--- src/rtl/core/fmmc_pkg.sv ---
// shared constants and types of the fast modulo magic number calculator
package fmmc_pkg;

  localparam int unsigned DIVISOR_BITS    = 32;
  localparam int unsigned IN_TDATA_BITS   = 32;
  localparam int unsigned RECIP_BITS      = 32;
  localparam int unsigned SHIFT_BITS      = 6;
  localparam int unsigned OUT_TDATA_BITS  = 40;
  localparam int unsigned OUT_TUSER_BITS  = 1;
  localparam int unsigned OUT_PAD_BITS    = OUT_TDATA_BITS - RECIP_BITS - 1 - SHIFT_BITS;
  localparam int unsigned LOG_BITS        = $clog2(DIVISOR_BITS);
  localparam int unsigned CNT_BITS        = $clog2(DIVISOR_BITS + 1);
  localparam int unsigned STEPS_PER_STAGE = 4;
  localparam int unsigned DIV_STAGES      =
      (DIVISOR_BITS + STEPS_PER_STAGE - 1) / STEPS_PER_STAGE;

  localparam logic [DIVISOR_BITS:0] REM_INIT =
      (DIVISOR_BITS + 1)'(1) << (DIVISOR_BITS - 1);

  typedef struct packed {
    logic                bad;
    logic                pow2;
    logic [LOG_BITS-1:0] lg;
  } meta_t;

  typedef struct packed {
    meta_t                 meta;
    logic [CNT_BITS-1:0]   cnt;
    logic [DIVISOR_BITS-1:0] dn;
    logic [DIVISOR_BITS:0] rem;
    logic [DIVISOR_BITS-1:0] quo;
  } div_t;

endpackage

--- src/rtl/core/fast_mod_magic_calc_core.sv ---
// top level of the magic number calculator for division by an invariant divisor
//
// the slave channel takes one divisor per item in s_axis_tdata_i; only its low
// DIVISOR_BITS bits are used. the master channel gives one result item per
// divisor, in order: reciprocal, increment and shift in m_axis_tdata_o, and
// the zero divisor flag in m_axis_tuser_o.
// the pipeline has two front stages for the leading one search and
// normalization, DIV_STAGES divider stages of four quotient bits each, and
// the output register.
// throughput is one item per cycle while the receiver takes results; the
// divider stage count sets the latency, not the rate.
// every stage has its own valid bit and ready, so bubbles close up and an item
// is taken while an earlier result still waits at the output.
// when the receiver stalls, items fill the stages and s_axis_tready_o drops
// once all are full; nothing is dropped or repeated.
// reset clears all valid bits; no result is pending after reset.
module fast_mod_magic_calc_core (
  input  logic                                 clk_i,
  input  logic                                 rst_ni,
  input  logic                                 s_axis_tvalid_i,
  output logic                                 s_axis_tready_o,
  // [31:0] divisor
  input  logic [fmmc_pkg::IN_TDATA_BITS-1:0]   s_axis_tdata_i,
  output logic                                 m_axis_tvalid_o,
  input  logic                                 m_axis_tready_i,
  // [31:0] reciprocal, [32] increment, [38:33] shift, [39] zero pad
  output logic [fmmc_pkg::OUT_TDATA_BITS-1:0]  m_axis_tdata_o,
  // [0] bad_divisor
  output logic [fmmc_pkg::OUT_TUSER_BITS-1:0]  m_axis_tuser_o
);

  logic           stg_valid [fmmc_pkg::DIV_STAGES+1];
  logic           stg_ready [fmmc_pkg::DIV_STAGES+1];
  fmmc_pkg::div_t stg_data  [fmmc_pkg::DIV_STAGES+1];

  fmmc_front u_front (
    .clk_i   (clk_i),
    .rst_ni  (rst_ni),
    .valid_i (s_axis_tvalid_i),
    .ready_o (s_axis_tready_o),
    .data_i  (s_axis_tdata_i),
    .valid_o (stg_valid[0]),
    .ready_i (stg_ready[0]),
    .data_o  (stg_data[0])
  );

  for (genvar g = 0; g < int'(fmmc_pkg::DIV_STAGES); g++) begin : g_div
    fmmc_div_stage u_div_stage (
      .clk_i   (clk_i),
      .rst_ni  (rst_ni),
      .valid_i (stg_valid[g]),
      .ready_o (stg_ready[g]),
      .data_i  (stg_data[g]),
      .valid_o (stg_valid[g+1]),
      .ready_i (stg_ready[g+1]),
      .data_o  (stg_data[g+1])
    );
  end

  fmmc_back u_back (
    .clk_i   (clk_i),
    .rst_ni  (rst_ni),
    .valid_i (stg_valid[fmmc_pkg::DIV_STAGES]),
    .ready_o (stg_ready[fmmc_pkg::DIV_STAGES]),
    .data_i  (stg_data[fmmc_pkg::DIV_STAGES]),
    .valid_o (m_axis_tvalid_o),
    .ready_i (m_axis_tready_i),
    .data_o  (m_axis_tdata_o),
    .user_o  (m_axis_tuser_o)
  );

`ifndef SYNTHESIS
  a_bad_zero: assert property (@(posedge clk_i) disable iff (!rst_ni)
    m_axis_tvalid_o && m_axis_tuser_o[0] |-> m_axis_tdata_o == '0)
    else $error("zero divisor result carries nonzero data");

  a_recip_nonzero: assert property (@(posedge clk_i) disable iff (!rst_ni)
    m_axis_tvalid_o && !m_axis_tuser_o[0] |-> m_axis_tdata_o[31:0] != '0)
    else $error("valid divisor gave zero reciprocal");

  a_inc_shift: assert property (@(posedge clk_i) disable iff (!rst_ni)
    m_axis_tvalid_o && m_axis_tdata_o[32]
      |-> m_axis_tdata_o[38:33] >= fmmc_pkg::SHIFT_BITS'(fmmc_pkg::DIVISOR_BITS))
    else $error("increment set with a power of two shift");

  a_done_count: assert property (@(posedge clk_i) disable iff (!rst_ni)
    stg_valid[fmmc_pkg::DIV_STAGES]
      |-> stg_data[fmmc_pkg::DIV_STAGES].cnt
          == fmmc_pkg::CNT_BITS'(fmmc_pkg::DIVISOR_BITS))
    else $error("divider item left with quotient bits missing");
`endif

endmodule

--- src/rtl/core/fmmc_front.sv ---
// front stages: divisor classification, leading one search and normalization
module fmmc_front (
  input  logic                                 clk_i,
  input  logic                                 rst_ni,
  input  logic                                 valid_i,
  output logic                                 ready_o,
  input  logic [fmmc_pkg::IN_TDATA_BITS-1:0]   data_i,
  output logic                                 valid_o,
  input  logic                                 ready_i,
  output fmmc_pkg::div_t                       data_o
);

  logic [fmmc_pkg::DIVISOR_BITS-1:0] d;
  logic [fmmc_pkg::LOG_BITS-1:0]     lg;
  fmmc_pkg::meta_t                   meta1_d;

  logic                              vld1_q;
  logic [fmmc_pkg::DIVISOR_BITS-1:0] d1_q;
  fmmc_pkg::meta_t                   meta1_q;
  logic                              rdy1;

  fmmc_pkg::div_t                    div2_d;
  fmmc_pkg::div_t                    div2_q;
  logic                              vld2_q;
  logic                              rdy2;

  // stage 1: mask, zero and power of two detect, floor log2
  always_comb begin
    d  = data_i[fmmc_pkg::DIVISOR_BITS-1:0];
    lg = '0;
    for (int i = 0; i < int'(fmmc_pkg::DIVISOR_BITS); i++) begin
      if (d[i]) begin
        lg = fmmc_pkg::LOG_BITS'(i);
      end
    end
    meta1_d.bad  = (d == '0);
    meta1_d.pow2 = ((d & (d - fmmc_pkg::DIVISOR_BITS'(1))) == '0);
    meta1_d.lg   = lg;
  end

  assign rdy1    = !vld1_q || rdy2;
  assign ready_o = rdy1;

  always_ff @(posedge clk_i or negedge rst_ni) begin
    if (!rst_ni) begin
      vld1_q <= 1'b0;
    end else if (rdy1) begin
      vld1_q <= valid_i;
    end
  end

  always_ff @(posedge clk_i) begin
    if (valid_i && rdy1) begin
      d1_q    <= d;
      meta1_q <= meta1_d;
    end
  end

  // stage 2: left align the divisor so its top bit is set
  always_comb begin
    div2_d.meta = meta1_q;
    div2_d.cnt  = '0;
    div2_d.dn   = d1_q << (fmmc_pkg::LOG_BITS'(fmmc_pkg::DIVISOR_BITS - 1) - meta1_q.lg);
    div2_d.rem  = fmmc_pkg::REM_INIT;
    div2_d.quo  = '0;
  end

  assign rdy2 = !vld2_q || ready_i;

  always_ff @(posedge clk_i or negedge rst_ni) begin
    if (!rst_ni) begin
      vld2_q <= 1'b0;
    end else if (rdy2) begin
      vld2_q <= vld1_q;
    end
  end

  always_ff @(posedge clk_i) begin
    if (vld1_q && rdy2) begin
      div2_q <= div2_d;
    end
  end

  assign valid_o = vld2_q;
  assign data_o  = div2_q;

endmodule

--- src/rtl/core/fmmc_div_stage.sv ---
// one registered stage of the restoring divider, STEPS_PER_STAGE (four) quotient bits per stage
module fmmc_div_stage (
  input  logic           clk_i,
  input  logic           rst_ni,
  input  logic           valid_i,
  output logic           ready_o,
  input  fmmc_pkg::div_t data_i,
  output logic           valid_o,
  input  logic           ready_i,
  output fmmc_pkg::div_t data_o
);

  fmmc_pkg::div_t                    w;
  logic [fmmc_pkg::DIVISOR_BITS:0]   trial;
  logic [fmmc_pkg::DIVISOR_BITS:0]   dn_ext;
  fmmc_pkg::div_t                    div_q;
  logic                              vld_q;

  always_comb begin
    w      = data_i;
    trial  = '0;
    dn_ext = {1'b0, data_i.dn};
    for (int k = 0; k < int'(fmmc_pkg::STEPS_PER_STAGE); k++) begin
      if (w.cnt < fmmc_pkg::CNT_BITS'(fmmc_pkg::DIVISOR_BITS)) begin
        trial = {w.rem[fmmc_pkg::DIVISOR_BITS-1:0], 1'b0};
        if (trial >= dn_ext) begin
          w.rem = trial - dn_ext;
          w.quo = {w.quo[fmmc_pkg::DIVISOR_BITS-2:0], 1'b1};
        end else begin
          w.rem = trial;
          w.quo = {w.quo[fmmc_pkg::DIVISOR_BITS-2:0], 1'b0};
        end
        w.cnt = w.cnt + fmmc_pkg::CNT_BITS'(1);
      end
    end
  end

  assign ready_o = !vld_q || ready_i;

  always_ff @(posedge clk_i or negedge rst_ni) begin
    if (!rst_ni) begin
      vld_q <= 1'b0;
    end else if (ready_o) begin
      vld_q <= valid_i;
    end
  end

  always_ff @(posedge clk_i) begin
    if (valid_i && ready_o) begin
      div_q <= w;
    end
  end

  assign valid_o = vld_q;
  assign data_o  = div_q;

endmodule

--- src/rtl/core/fmmc_back.sv ---
// final stage: rounding choice, special divisors and output register
module fmmc_back (
  input  logic                                 clk_i,
  input  logic                                 rst_ni,
  input  logic                                 valid_i,
  output logic                                 ready_o,
  input  fmmc_pkg::div_t                       data_i,
  output logic                                 valid_o,
  input  logic                                 ready_i,
  output logic [fmmc_pkg::OUT_TDATA_BITS-1:0]  data_o,
  output logic [fmmc_pkg::OUT_TUSER_BITS-1:0]  user_o
);

  logic [fmmc_pkg::DIVISOR_BITS-1:0]   recip;
  logic                                inc;
  logic [fmmc_pkg::SHIFT_BITS-1:0]     shift;
  logic                                round_down;
  logic [fmmc_pkg::OUT_TDATA_BITS-1:0] data_d;
  logic [fmmc_pkg::OUT_TDATA_BITS-1:0] data_q;
  logic [fmmc_pkg::OUT_TUSER_BITS-1:0] user_d;
  logic [fmmc_pkg::OUT_TUSER_BITS-1:0] user_q;
  logic                                vld_q;

  always_comb begin
    round_down = ((fmmc_pkg::DIVISOR_BITS + 2)'(data_i.rem) << 1)
                 < (fmmc_pkg::DIVISOR_BITS + 2)'(data_i.dn);
    if (data_i.meta.bad) begin
      recip = '0;
      inc   = 1'b0;
      shift = '0;
    end else if (data_i.meta.pow2) begin
      recip = fmmc_pkg::DIVISOR_BITS'(1);
      inc   = 1'b0;
      shift = fmmc_pkg::SHIFT_BITS'(data_i.meta.lg);
    end else begin
      shift = fmmc_pkg::SHIFT_BITS'(fmmc_pkg::DIVISOR_BITS)
              + fmmc_pkg::SHIFT_BITS'(data_i.meta.lg);
      if (round_down) begin
        recip = data_i.quo;
        inc   = 1'b1;
      end else begin
        recip = data_i.quo + fmmc_pkg::DIVISOR_BITS'(1);
        inc   = 1'b0;
      end
    end
    data_d = {{fmmc_pkg::OUT_PAD_BITS{1'b0}}, shift, inc,
              fmmc_pkg::RECIP_BITS'(recip)};
    user_d = fmmc_pkg::OUT_TUSER_BITS'(data_i.meta.bad);
  end

  assign ready_o = !vld_q || ready_i;

  always_ff @(posedge clk_i or negedge rst_ni) begin
    if (!rst_ni) begin
      vld_q <= 1'b0;
    end else if (ready_o) begin
      vld_q <= valid_i;
    end
  end

  always_ff @(posedge clk_i) begin
    if (valid_i && ready_o) begin
      data_q <= data_d;
      user_q <= user_d;
    end
  end

  assign valid_o = vld_q;
  assign data_o  = data_q;
  assign user_o  = user_q;

endmodule
--- config.mk ---
export PLATFORM = sky130hd
export DESIGN_NAME = fast_mod_magic_calc_core
export DESIGN_NICKNAME = d
export VERILOG_FILES = /design/src/rtl/core/fmmc_pkg.sv /design/src/rtl/core/fast_mod_magic_calc_core.sv /design/src/rtl/core/fmmc_front.sv /design/src/rtl/core/fmmc_div_stage.sv /design/src/rtl/core/fmmc_back.sv
export SDC_FILE = /design/constraint.sdc
export NUM_CORES = 2
export LEC_CHECK = 0
export BUFFER_PORTS_ARGS = -buffer_cell sky130_fd_sc_hd__buf_2
export CAP_MARGIN = 20
export CORE_MARGIN = 2
export CORE_UTILIZATION = 45
export DETAILED_ROUTE_END_ITERATION = 10
export PLACE_DENSITY = 0.57
export SLEW_MARGIN = 20
export SYNTH_ARGS = -nofsm -noshare
export SYNTH_HDL_FRONTEND = slang
export SYNTH_SLANG_ARGS = --single-unit
--- constraint.sdc ---
create_clock -name clk_i -period 15.6 [get_ports clk_i]
set_input_delay 3.12 -clock clk_i [delete_from_list [all_inputs] [get_ports clk_i]]
set_output_delay 3.12 -clock clk_i [all_outputs]
set_load 0.02 [all_outputs]
==> run_results.csv <==
group,metric,value,unit
timing,rsz0062_at_grt,"no",
floorplanning,io_pins,79,
global_route,grt_overflow,0,
clocking,htree_num_levels,3,
critical_path,rr_endpoint,"g_div[3].u_div_stage.data_o[56]",
critical_path,crit_path_start_kind,"flip-flop",
synthesis,synth_edf_count,823,
floorplanning,die_w,448,µm
timing,fmax,68.1,MHz
synthesis,syn_area,88600,µm²
clocking,clkLatencyLatePin,780,ps
synthesis,synthCells,9788,
clocking,cts.sinks,834,
timing,finalHoldViolations,0,
min_path,min_path_cells,0,
synthesis,netlist-cell-type-count,121,
global_route,track_usage,0.276,
critical_path,cp.arrival,15170,ps
global_route,antenna_found_initial,3,
clocking,hold_buffers,0,
synthesis,synth_compound_area_frac,0.225,
critical_path,crit_buf_inv,5,
synthesis,async_flop_share,0.0132,
outcome,status,"completed",
synthesis,synth_simple_gate_area_share,0.139,
critical_path,crit_required,16080,ps
min_path,holdCritStartpoint,"g_div[0].u_div_stage.data_o[1]",
routing,first_pass_iters,6,
synthesis,synthMuxAreaShare,0.0905,
synthesis,yosys.area.top_type,"edfxtp_1",
job,maxCapViolCount,0,
synthesis,synth_xor_area_frac,0.0846,
global_route,grt_max_degree,75,
min_path,hold_path_class,"reg2reg",
synthesis,ys_seq_area_frac,0.282,
timing,post-route-min-period,14690,ps
placed_design,place.gp.congestion,0.994,
floorplanning,start_util,0.454,
clocking,clock_path_buffers,3,
placed_design,place.detailed.hpwl,230000,µm
floorplanning,rows,162,
synthesis,synth-seq-cells,834,
global_route,grt_pass1_vias,71400,
critical_path,worst_r2r_path_depth,50,
routing,drcViolationCount,0,
synthesis,synth_top_flop_cell,"edfxtp_1",
critical_path,slowest_stage,"and3_1",
critical_path,crit_path_max_incr_delay,630,ps
timing,fin_skew,91.6,ps
routing,wirelength,284000,µm
critical_path,rrSetupSlack,910,ps
synthesis,ys_top_cells_by_area,"edfxtp_1 28%, ha_1 14%, mux2_2 6.4%, xnor2_1 5.7%, a21oi_1 5.1%",
synthesis,yosys-top-cells-count,"1,002 x ha_1, 894 x a21oi_1, 823 x edfxtp_1, 699 x nand2_1, 640 x nor2_1",
floorplanning,die_h,448,µm
critical_path,path_max_fanout,38,
synthesis,synth_fp_nets,10800,
synthesis,synth_adder_area_share,0.143,
final_layout,final.fill_count,18600,
synthesis,ys_warn_count,0,
clocking,ctsRootBufferMaster,"clkbuf_16",
final_layout,drive_gt1_frac,0.107,
synthesis,synth_top_family_by_area,"compound AO/OA/AOI/OAI gates",
clocking,cts_made_buffers,99,
clocking,clk_pin_slew,70,ps
clocking,cts_tree,"built",
timing,final_max_slew_viol_count,0,
timing,setup_violations,0,
min_path,min_to,"g_div[1].u_div_stage.data_o[5]",
timing,min_period_over_period,0.941,
floorplanning,core_region_area,195000,µm²
final_layout,final_util,0.490,
routing,via_per_inst,6.03,
synthesis,synth_top_area_frac,0.279,
timing,tns,0,ps
routing,ant_nets,0,
synthesis,yosysMostFrequentCell,"ha_1",
synthesis,syn_avg_cell_area,9.05,µm²
final_layout,nNetsFinal,10900,
placed_design,place_ws,948,ps
critical_path,timing.rr.start,"g_div[2].u_div_stage.data_o[66]",
timing,timing.final.ws_setup,914,ps
timing,worstMarginPinSlew,1050,ps
final_layout,syn2layout_area_growth,8.00,%
critical_path,end_kind,"flip-flop",
floorplanning,die-area,200000,µm²
routing,num_vias,75700,
routing,wl_per_cell,22.6,µm
timing,maxSlewHeadroom,0.292,
routing,drt-initial-drc-count,6592,
critical_path,timing_worst_setup_path_type,"reg2reg",
placed_design,port_buffers,77,
critical_path,crit_family,"compound AO/OA/AOI/OAI gates",
critical_path,cpMostUsedCell,"a21oi_1",
global_route,grt_first_pass_wirelength,429000,µm
## through the flow
step           area, µm²  hold WS (ps)  instances
5_1_grt            95700           354      12600
3_3_place_gp       92100           400      12400
3_5_place_dp       92200           405      12400
6_report           95700           361      12600
2_1_floorplan      88600           400       9788
4_1_cts            95500           350      12500
## placed cells by master (no fill, tap or decap), types with 73 or more instances in the layout
cell type	instances
a211oi_1	105
nand3_1	212
nand2b_1	131
edfxtp_1	823
a31oi_1	93
inv_1	530
buf_4	99
xnor2_1	574
a21oi_1	893
mux2_2	505
o21ai_0	597
and3_1	99
ha_1	1002
buf_2	77
clkbuf_16	99
nand4_1	118
nor3_1	161
nor2_1	638
mux2_1	73
nor2b_1	128
a21o_1	511
o21a_1	168
o21bai_1	151
nand2_1	699
xor2_1	282
## how the worst max path moves through the flow
stage,start,to,cells after the start
detailed placement,g_div[5].u_div_stage.data_o[66],g_div[6].u_div_stage.data_o[34],49
finish,g_div[2].u_div_stage.data_o[66],g_div[3].u_div_stage.data_o[56],50
global placement,g_div[1].u_div_stage.data_o[65],g_div[2].u_div_stage.data_o[46],50
floorplan,g_div[4].u_div_stage.data_o[66],g_div[5].u_div_stage.data_o[54],60
CTS,g_div[5].u_div_stage.data_o[66],g_div[6].u_div_stage.data_o[34],49
global route,g_div[2].u_div_stage.data_o[66],g_div[3].u_div_stage.data_o[57],50
## routing by layer
layer / vias to the layer above / wire length (µm) / track usage
met2: 2177 / 130000 / 0.451
li1: 36900 / - / -
met3: 390 / 15100 / 0.0286
met5: - / 0 / 0
met1: 36300 / 128000 / 0.379
met4: 0 / 10200 / 0.0917
## cells by family after synthesis
family / Yosys count
and+or+nand+nor: 2533
other: 1
xor gates and xnor gates: 856
buffers and inverters: 765
adders and majority gates: 1011
AOI/OAI and AO/OA: 3092
muxes: 696
DFF: 834
## area by class of cell
type	count	area, µm²	share of cell area
repair buffers	182	1260	0.0132
clock buffers	111	2520	0.0264
multi-input cells	8189	60700	0.635
clock inverters	70	827	0.00865
flip-flops and latches	834	25000	0.261
diodes	1	2.50	0.0000262
inverters	550	2070	0.0216
well taps	2624	3280	0.0343
## state kept, by name, summed over array words and instances (netlist names)
| signal | cells |
|---|---|
| g_div.u_div_stage.data_o | 705 |
| u_front.data_o | 39 |
| u_front.valid_o | 1 |
| g_div.u_div_stage.valid_o | 8 |
| u_front.d1_q | 32 |
| u_front.vld1_q | 1 |
| u_back.data_o | 39 |
| u_back.valid_o | 1 |
| u_back.user_o | 1 |
| u_front.div2_d | 7 |
## timing repair
| action | CTS | global route |
|---|---|---|
| hold endpoints to repair | 0 | 0 |
| resized for setup | 0 | 5 |
| setup buffers | 0 | 10 |
| endpoints found under the setup margin | 0 | 95 |
Power is left out: the tool's default activity adds up to more than one toggle a clock period on the data nets, which glitch-free logic cannot reach.
